==> config.mk <==
export PLATFORM = sky130hd
export DESIGN_NAME = cfe_ram
export DESIGN_NICKNAME = d
export VERILOG_FILES = /design/src/hw/rtl/cfe_ram.sv
export SDC_FILE = /design/constraint.sdc
export NUM_CORES = 1
export LEC_CHECK = 0
export ABC_CLOCK_PERIOD_IN_PS = 2690
export BUFFER_PORTS_ARGS = -buffer_cell sky130_fd_sc_hd__buf_4
export CAP_MARGIN = 20
export CORE_AREA = 10 10 140 142
export DETAILED_ROUTE_END_ITERATION = 10
export DIE_AREA = 0 0 150 152
export PLACE_DENSITY_LB_ADDON = 0.12
export SLEW_MARGIN = 20
export SYNTH_ARGS = -nofsm -noshare
export SYNTH_HDL_FRONTEND = slang
export SYNTH_SLANG_ARGS = --single-unit
==> constraint.sdc <==
create_clock -name clk -period 2.69 [get_ports clk]
set_clock_uncertainty 0.1 [all_clocks]
set_input_delay 0.1345 -clock clk [delete_from_list [all_inputs] [get_ports clk]]
set_output_delay 0.1345 -clock clk [all_outputs]
set_load 0.02 [all_outputs]
==> src/hw/rtl/cfe_ram.sv <==
module cfe_ram #(
    parameter int WIDTH = 16,
    parameter int DEPTH = 16
) (
    input  logic                     clk,
    input  logic                     we,
    input  logic [$clog2(DEPTH)-1:0] waddr,
    input  logic [WIDTH-1:0]         wdata,
    input  logic [$clog2(DEPTH)-1:0] raddr,
    output logic [WIDTH-1:0]         rdata
);

    logic [WIDTH-1:0] mem [DEPTH];

    always_ff @(posedge clk)
    begin
        if (we)
        begin
            mem[waddr] <= wdata;
        end
        rdata <= mem[raddr];
    end

endmodule

Yosys cells after proc, flatten, opt, wreduce, memory -nomap -nowiden
Memories as Yosys holds them, arrays and structs flattened. A register that Yosys moved wholly into a read port is not among the register bits. Index checks and enable logic that the tools add are counted.

Bits in writable memories: 256. Memories kept: 1. Word-level logic and storage cells: 3. Input bits: 26. Output and inout port bits: 16. Flip-flop bits (word level): 0.

Memory list: mem (words 16, bits a word 16, rd ports 1, clocked after memory_dff 1, write ports 1, line 13) `logic [WIDTH-1:0] mem [DEPTH];`.

Mux-type cells: 2.

Operator list (count): $mux W1 (2).

Logic depth before layout (Yosys ltp)
Depth after elaboration: 2. Depth in mapped cells: 5. Depth with buffers taken out: 3.

Least setup slack after synthesis
OpenSTA, ideal clock, no wires.

Path kind: input port to flip-flop. From: input port waddr[2]. To: memory mem[0][0] (enable). Stages: 2. Arrival: 1.780 ns. Setup slack: 0.400 ns. Required time: 2.181 ns. Setup time: 0.409 ns. Buffers on the path: 0. Cell sequence: or3b_2 > nor3_1.

RTL lines: start: declaration (line 7) `input logic [$clog2(DEPTH)-1:0] waddr,`; end: declaration (line 13).

Straight into the memory's write port.

==> impl_metrics.toml <==
[place]
place_area_sq_um = 10840
pre_cts_ws_ns = 0.7462
gp_congestion = 0.7662
post-dp-hpwl_mm = 11.68
port-buffer-count = 41

[final_layout]
final-seq-area_sq_um = 8008
drive_gt1_share_pct = 33.76
fill_cells = 1050
final_area_sq_um = 11900
area_delta_synth_final_pct = 18.46
nets = 554
diodes = 0
multi_input_area_sq_um = 1962

[timing]
tns_ns = 0
finalWorstSetupSlack_ns = 1.277
post-route-period-util_pct = 52.52
finalHoldViolCount = 0
slew_headroom_pct = 71.92
slew_violations = 0
rsz0062_at_grt = "no"
setup_viol = 0
period_needed_ns = 1.413
hold_ws_ns = 0.07897
tightest_slew_ns = 0.4212
fmax_mhz = 707.8

[worst_hold_path]
hold_path.class = "input port to register"

[pwr]
power.total_mw = 9.034
powerDensity_nw_per_um2 = 759.3
ir_worst_vdd_v = 0.0005080
leakage_nw = 3.960

[critical_path]
cp_max_fo = 1
max_stage_delay_ns = 0.47
endpoint = "rdata[3]"
start_kind = "register"
r2r_setup_slack_ns = 1.28
end_kind = "register"
crit_required_ns = 2.99
reg2reg_to = "rdata[3]"
crit_type = "register to register"
path_cells = "mux4_2, a22oi_1, nand2_1"
cp.arrival_ns = 1.71
worstReg2RegStart = "mem[11][3]"
reg2reg_depth = 3
crit_slowest_cell = "mux4_2"
startpoint = "mem[11][3]"

[status]
status = "finished, final reports clean"

[global_routing]
grt_pass1_vias = 4980
gr-total-overflow = 0
grt_max_degree = 33
grt_pass1_wl_mm = 31.57
track_usage_pct = 18.38
grt_antenna_before_repair = 0

[drt]
wl_per_cell_microns = 26.91
wl_mm = 20.80
viasPerCell = 6.177
ant_nets = 0
drc = 0
drtIter0Drc = 517
drt-pass1-iter-count = 4
vias = 4775

[synth]
ys_seq_elements = 272
syn_avg_cell_area_sq_um = 23.25
synth_seq_area_share_pct = 79.73
syn_area_sq_um = 10040
yosysUniqueCellTypes = 19
synth_cells = 432
yosysWarnings = 0
syn-num-nets = 458

[clock_tree]
cts.sinks = 272
clk_pin_slew_worst_paths_ns = 0.06
root_buffer = "clkbuf_16"
clockBufferDepth = 3
cts-htree-levels = 1
cts_buffers = 26
cts_tree = "done"
postCtsSetupBuffers = 0
clk_latency_ns = 0.51

[floorplanning]
die_h_microns = 152
initial_core_util_pct = 59.30
core_area_sq_um = 16940
die_w_microns = 150
dieArea_sq_um = 22800
rows = 48
io_pins = 42

[job]
cap_violations = 0
[how the worst min path moves through the flow]
stage	from	end	slack (ns)	depth (start not counted)
after floorplan	wdata[0]	mem[0][0]	0.13	0
after global routing	waddr[0]	mem[8][1]	0.06	3
after CTS	waddr[1]	mem[8][1]	0.06	3
after detailed placement	wdata[5]	mem[10][5]	0.33	1
final	waddr[0]	mem[8][1]	0.08	3
after global placement	wdata[6]	mem[10][6]	0.32	1
[kinds of logic (layout without fill, tap and decap cells)]
| kind of cell | after synthesis | in the layout | synth area share (%) |
|---|---|---|---|
| flops | 272 | 272 | 79.73 |
| mux | 64 | 64 | 14.73 |
| simple gates | 43 | 43 | 1.918 |
| compound gates | 32 | 32 | 2.392 |
| buf+inv | 21 | 137 | 1.233 |
[what timing repair did]
| action | in CTS | in global routing |
|---|---|---|
| hold buffers | 16 | 0 |
| endpoints found under the setup margin | 0 | 0 |
| hold endpoints to repair | 256 | 0 |
| resized for setup | 0 | 0 |
[worst max-delay path: cells and delay by family (launching register included)]
family	cells	cell delay, ns
mux	1	0.47
flops	1	0.36
compound gates	1	0.28
simple gates	1	0.08
[synthesized netlist by cell type]
library cell  count  area share (%)
and2_1            1           0.062
nand3_1           1           0.050
buf_1             3            0.11
buf_2             3            0.15
mux4_1           10             2.6
nand3b_1          2            0.15
nor3_1            4            0.20
nand2b_1          2            0.12
edfxtp_1        256              77
dfxtp_1          16             3.2
nor2b_1           2            0.12
nor2_1           13            0.49
mux4_2           54              12
buf_4             3            0.22
buf_6             4            0.45
or3b_2            1           0.087
nand2_1          17            0.64
clkbuf_1          8            0.30
a22oi_1          32             2.4
[final cells by class]
class | count | area share (%)
Clock buffer | 36 | 6.215
Tap cell | 225 | 2.366
Sequential cell | 272 | 67.30
Clock inverter | 12 | 1.357
Timing Repair Buffer | 89 | 6.268
Multi-Input combinational cell | 139 | 16.49
[cell usage in the layout (no fill, tap or decap), types with 3 or more instances in the layout]
cell type and count:
mux4_1 10, dfxtp_1 16, clkbuf_16 27, buf_12 3
clkbuf_1 6, a22oi_1 32, bufinv_16 4, edfxtp_1 256
dlygate4sd3_1 16, buf_4 70, nand2_1 17, nor2_2 12
mux4_2 54, clkinv_2 6, nor3_2 4, clkbuf_8 3
[routing by layer]
metal / vias up / wire [microns] / track usage [%]
li1: 2027 / - / -
met1: 2523 / 8765 / 27.02
met2: 185 / 10020 / 28.31
met3: 40 / 1580 / 3.208
met4: 0 / 433 / 4.352
met5: - / 0 / 0
[per-stage QoR]
step | util (%) | std cells
floorplan | - | 432
global placement | 63.98 | 709
detailed placement | 63.98 | 709
CTS | 70.25 | 773
global route | 70.25 | 773
finish | 70.25 | 773
[report_power, final]
group	total [mW]	internal (mW)	leakage, nW	switching, mW
clock	3.77	2.30	0.443	1.47
sequential	4.77	4.74	2.45	0.0322
combinational	0.498	0.223	1.07	0.274
[sequential cells by signal, indices dropped and copies added (netlist names)]
signal	flops
mem	256
rdata	16
Note: power is estimated with default switching activity, not from simulation.
