### config.mk
export PLATFORM = sky130hd
export DESIGN_NAME = cfe_mac
export DESIGN_NICKNAME = d
export VERILOG_FILES = /design/src/hw/rtl/cfe_pkg.sv /design/src/hw/rtl/cfe_mac.sv
export SDC_FILE = /design/constraint.sdc
export NUM_CORES = 1
export LEC_CHECK = 0
export ABC_AREA = 1
export BUFFER_PORTS_ARGS = -buffer_cell sky130_fd_sc_hd__buf_4
export CAP_MARGIN = 30
export CORE_MARGIN = 2
export CORE_UTILIZATION = 60
export CTS_BUF_LIST = sky130_fd_sc_hd__clkbuf_4
export CTS_CLUSTER_DIAMETER = 60
export CTS_CLUSTER_SIZE = 12
export DETAILED_ROUTE_END_ITERATION = 10
export GPL_ROUTABILITY_DRIVEN = 0
export GPL_TIMING_DRIVEN = 0
export HOLD_SLACK_MARGIN = 0.15
export PLACE_DENSITY = 0.81
export REMOVE_ABC_BUFFERS = 1
export SETUP_SLACK_MARGIN = 0.2
export SLEW_MARGIN = 20
export SYNTH_ARGS = -nofsm -noshare
export SYNTH_HDL_FRONTEND = slang
export SYNTH_SLANG_ARGS = --single-unit
### constraint.sdc
create_clock -name clk -period 7.14 [get_ports clk]
set_clock_uncertainty 0.1 [all_clocks]
set_input_delay 0.357 -clock clk [delete_from_list [all_inputs] [get_ports clk]]
set_output_delay 0.357 -clock clk [all_outputs]
set_load 0.01 [all_outputs]
### src/hw/rtl/cfe_pkg.sv
package cfe_pkg;

    localparam int MAX_IN_CH  = 16;
    localparam int MAX_OUT_CH = 16;
    localparam int MAX_KERNEL = 7;
    localparam int MAX_DIM    = 32;

    localparam int PIX_DEPTH = MAX_IN_CH * MAX_DIM * MAX_DIM;
    localparam int WGT_DEPTH = MAX_OUT_CH * MAX_IN_CH * MAX_KERNEL * MAX_KERNEL;
    localparam int PIX_AW    = $clog2(PIX_DEPTH);
    localparam int WGT_AW    = $clog2(WGT_DEPTH);
    localparam int BIAS_AW   = $clog2(MAX_OUT_CH);
    localparam int ACC_W     = 41;

    typedef enum logic [1:0] {
        OP_WEIGHT  = 2'd0,
        OP_BIAS    = 2'd1,
        OP_PIXEL   = 2'd2,
        OP_COMPUTE = 2'd3
    } op_t;

    typedef enum logic [2:0] {
        REG_IN_CH   = 3'd0,
        REG_OUT_CH  = 3'd1,
        REG_K_ROWS  = 3'd2,
        REG_K_COLS  = 3'd3,
        REG_STEP    = 3'd4,
        REG_PAD     = 3'd5,
        REG_IN_H    = 3'd6,
        REG_IN_W    = 3'd7
    } reg_idx_t;

    typedef enum logic [2:0] {
        ST_IDLE,
        ST_BIAS,
        ST_SCAN,
        ST_DRAIN,
        ST_DONE
    } state_t;

    // control from sequencer to MAC unit
    typedef struct packed {
        logic clear;
        logic acc_en;
        logic finish;
    } mac_ctl_t;

endpackage

### src/hw/rtl/cfe_mac.sv
module cfe_mac
    import cfe_pkg::*;
(
    input  logic               clk,
    input  mac_ctl_t           ctl,
    input  logic signed [15:0] bias,
    input  logic signed [15:0] wgt,
    input  logic signed [15:0] pix,
    output logic signed [15:0] result_q,
    output logic               sat_q
);

    logic signed [31:0]    prod_reg;
    logic signed [ACC_W-1:0] acc_reg;
    logic signed [ACC_W-1:0] acc_next;
    logic signed [ACC_W-9:0] shifted;
    logic signed [15:0]    result_reg;
    logic                  sat_reg;

    always_comb
    begin
        acc_next = acc_reg;
        if (ctl.clear)
        begin
            acc_next = ACC_W'(bias) <<< 8;
        end
        else if (ctl.acc_en)
        begin
            acc_next = acc_reg + ACC_W'(prod_reg);
        end
    end

    assign shifted = acc_reg[ACC_W-1:8];

    always_ff @(posedge clk)
    begin
        prod_reg <= wgt * pix;
        acc_reg  <= acc_next;
        if (ctl.finish)
        begin
            if (shifted > (ACC_W-8)'(32767))
            begin
                result_reg <= 16'sh7fff;
                sat_reg    <= 1'b1;
            end
            else if (shifted < -(ACC_W-8)'(32768))
            begin
                result_reg <= 16'sh8000;
                sat_reg    <= 1'b1;
            end
            else
            begin
                result_reg <= shifted[15:0];
                sat_reg    <= 1'b0;
            end
        end
    end

    assign result_q = result_reg;
    assign sat_q    = sat_reg;

endmodule

; Word-level counts from Yosys, hierarchy flattened
; Cells that the tools add are included.
[word_totals]
regBits = 90
out_inout_bits = 17
elab_cells = 14
inputBits = 52
[classes]
order_cmp = 2
n_mul = 1
add_sub_neg = 1
muxes = 4
reduce_logical = 1
[op_table]
columns = operator, count
row1 = $mux W41, 2
row2 = $add A41 B32 Y41, 1
row3 = $gt A33 B16 Y1 const B, 1
row4 = $lt A33 B16 Y1 const B, 1
row5 = $mul A16 B16 Y32, 1
row6 = $mux W16, 1
row7 = $reduce_bool A2 Y1, 1
row8 = $mux W1, 1

; Depth between registers and ports, before layout
[logic_depth]
word_depth = 3
depth_mapped = 28
depth_no_buf = 26

; Worst setup path before layout
; Ideal clock, no wire load.
[synth_path]
kind = input to register
start = in pix[6]
end = reg prod_reg[31]
slack_ps = 1276
path_stages = 24
arrival_ps = 5652
setup_ps = 112
cell_sequence = clkbuf_1 > clkbuf_1 > nand2_1 > inv_1 > fa_1 > fa_1 > inv_1 > fa_1 > inv_1 > fa_1 > fa_1 > inv_1 > fa_1 > inv_1 > ha_1 > inv_1 > nor3_1 > nand2_1 > nor3_1 > nand2_1 > nand2_1 > inv_1 > nand2_1 > nand2_1
[synth_via]
elab_chain_len = 1
[synth_lines]
columns = item, line
row1 = "start, declared", cfe_mac.sv:8  ; input logic signed [15:0] pix,
row2 = $mul A16 B16 Y32, cfe_mac.sv:37  ; prod_reg <= wgt * pix;
row3 = "end signal, assigned", cfe_mac.sv:37
row4 = "end, declared", cfe_mac.sv:13  ; logic signed [31:0] prod_reg;
; Every way passes these cells.
; A chain may end at the register's enable or synchronous reset.

; Worst setup path after layout
[layout_path]
start = in wgt[0]
end = reg prod_reg[20]
[layout_via]
elab_chain_len = 1
[layout_lines]
columns = item, line
row1 = "start, declared", cfe_mac.sv:7  ; input logic signed [15:0] wgt,
row2 = $mul A16 B16 Y32, cfe_mac.sv:37
; Every way passes these cells.

==> run summary <==
Status -> finished clean
Max Cap Viol -> 0
Layout Nets -> 2841
DP Worst Slack -> 0.888 ns
Die area -> 29500 µm²
Core box area -> 27800 µm²
Die height -> 172 µm
Leading area contributor after synthesis -> fa_1
Mapped Cells -> 2372
Post-synth top area share -> 31.1%
Layout cell share with drive strength beyond 1 -> 4.94%
Hold Crit Depth -> 3
Worst r2r src -> acc_reg[0]
Largest register FFs -> 41
Unrepaired setup endpoints after global routing -> false
Tmin final -> 5.96 ns
Vias -> 14700
Final Max Tran Viols -> 0
Slowest stage cell, crit path -> fa_1
Synth Cell Area -> 16900 µm²
Initial DRC Count -> 964
EDFF count, synth -> 50
HPWL after detailed placement -> 35.0 mm
Synth Register Bits -> 90
Initial antenna violation count -> 1
DR pass1 iterations -> 8
Ports -> 69
Slew headroom -> 57.3%
Critical Path Fanout Max -> 16
I/O Buffers -> 68
Most Frequent Cell on Critical Path -> fa_1
Drt drc -> 0
CTS buffer count -> 9
Tot GR Track Use -> 29.6%
Count leader, synth -> nand2_1
Max Buffers Root-to-Sink -> 2
Antenna-violating nets left -> 0
Hold path endpoint -> acc_reg[21]
Clk slew on worst S/H paths -> 0.18 ns
Sequential share of the synthesized area -> 13.6%
Horiz. Die Dim -> 172 µm
Post-CTS Resized -> 0
Type of the worst min-delay path -> in2reg
Actual slew at the worst max-slew pin -> 0.640 ns
Peak Freq -> 0.168 GHz
Initial cell density of the core -> 60.9%
Cells on worst reg2reg path -> 15
Crit start category -> input pin
Setup_tns -> 0 ns
Top cells by count, synth -> nand2_1 (746), inv_1 (650), fa_1 (263)
Post-synth top flop -> edfxtp_1
Async S/R FF share, synth -> 0%
Setup ws final -> 1.18 ns
HP Start -> ctl[2]
Vias in the first global route -> 15200
Final hold vios -> 0
Pin count of the biggest net entering global routing -> 41
CP Class -> in2reg
R2r setup slk -> 4.11 ns
WP data arrival -> 6.22 ns
CTS tree -> built
Clk sinks -> 90
Htree depth -> 3
DR vias/cell -> 5.28
Drt total wl -> 41.8 mm
Yosys warning count -> 0
Crit path required time -> 7.40 ns
CTS root buf -> clkbuf_4
Reg2reg end -> acc_reg[28]
Gr ovfl total -> 0
CP max stage delay -> 0.55 ns
Final Setup Violations -> 0
Row count -> 61
Fin crit share -> 83.4%
WL/cell -> 15.0 µm
Crit. End Element -> flip-flop
Avg Cell Area, Syn -> 7.13 µm²
Yosys cell types -> 40
Layout overhead on the synthesized area -> 6.55%
Largest cells by area after synthesis -> fa_1 (31%), nand2_1 (17%), inv_1 (14%)
Global-route wire length before repair -> 69.0 mm
Worst-skew pair later-pin latency -> 0.50 ns
Crit-path cells -> dlygate4sd3_1 -> buf_4 -> or2_2 -> fa_1 -> fa_1 -> inv_1 -> fa_1 -> fa_1 -> fa_1 -> inv_1 -> fa_1 -> inv_1 -> ha_1 -> a21oi_1 -> a21boi_0 -> o21ai_1 -> o21ai_1 -> nand2_1 -> xor2_1
## per-stage QoR
step / cells / utilization (%) / cell area, µm² / hold slack [ns]
6_report: 2788 / 64.9 / 18000 / 0.236
5_1_grt: 2788 / 64.9 / 18000 / 0.258
4_1_cts: 2786 / 64.8 / 18000 / 0.231
3_5_place_dp: 2750 / 63.6 / 17700 / 0.370
3_3_place_gp: 2749 / 63.5 / 17600 / 0.350
2_1_floorplan: 2303 / - / 16600 / 0.326
## cell usage in the layout (no fill, tap or decap), types with 19 or more instances in the layout
| cell | Yosys | final |
|---|---|---|
| nand2_1 | 746 | 746 |
| inv_1 | 650 | 650 |
| fa_1 | 263 | 263 |
| nor2_1 | 128 | 127 |
| ha_1 | 122 | 122 |
| nand3_1 | 75 | 75 |
| buf_4 | 1 | 68 |
| a21oi_1 | 57 | 57 |
| edfxtp_1 | 50 | 50 |
| dfxtp_1 | 40 | 40 |
| o21ai_0 | 25 | 25 |
| nand4_1 | 23 | 23 |
| dlygate4sd3_1 | 0 | 20 |
| xor2_1 | 19 | 19 |
| xnor2_1 | 19 | 19 |
## area by class of cell
| class | count | area (µm²) |
|---|---|---|
| fill | 2401 | 9760 |
| tap | 378 | 473 |
| clock inverter | 6 | 65.1 |
| multi-input combinational | 1555 | 11900 |
| antenna | 1 | 2.50 |
| clock buffer | 10 | 75.1 |
| inverter | 658 | 2470 |
| sequential | 90 | 2300 |
| timing repair buffer | 90 | 751 |
## worst max-delay path: cells and delay by family
| family | cells | cell delay, ns |
|---|---|---|
| AND/OR/NAND/NOR | 2 | 0.39 |
| AO/OA/AOI/OAI | 4 | 0.77 |
| XOR/XNOR | 1 | 0.27 |
| buffers and inverters | 5 | 0.91 |
| adder cells (fa/ha/maj) | 7 | 3.51 |
## kinds of logic after synthesis
group                      after synthesis  share of synthesized area [%]
adders and majority gates              385                           40.2
buffers and inverters                  727                           16.2
DFF                                     90                           13.6
AOI/OAI and AO/OA                      112                           3.65
and+or+nand+nor                       1020                           24.4
xor gates and xnor gates                38                           1.97
## timing repair
item                                   CTS  global route
endpoints found under the hold margin   34             0
buffers inserted                         0             0
hold buffers                            20             0
## layer usage
layer	GRT usage, %	up-vias	wire, µm
li1	-	6952	-
met1	35.6	6950	16200
met2	52.5	685	20300
met3	5.06	141	3700
met4	12.6	0	1600
met5	0	-	0
## how the worst max path moves through the flow
| stage | start | endpoint | slack (ns) |
|---|---|---|---|
| 6_report | wgt[0] | prod_reg[20] | 1.18 |
| 5_1_grt | wgt[0] | prod_reg[30] | 0.93 |
| 4_1_cts | wgt[0] | prod_reg[20] | 1.22 |
| 3_5_place_dp | pix[1] | prod_reg[31] | 0.89 |
| 3_3_place_gp | pix[1] | prod_reg[31] | 1.01 |
| 2_1_floorplan | wgt[15] | prod_reg[31] | 1.63 |
Power is left out: the tool's default activity adds up to more than one toggle a clock period on the data nets, which glitch-free logic cannot reach.
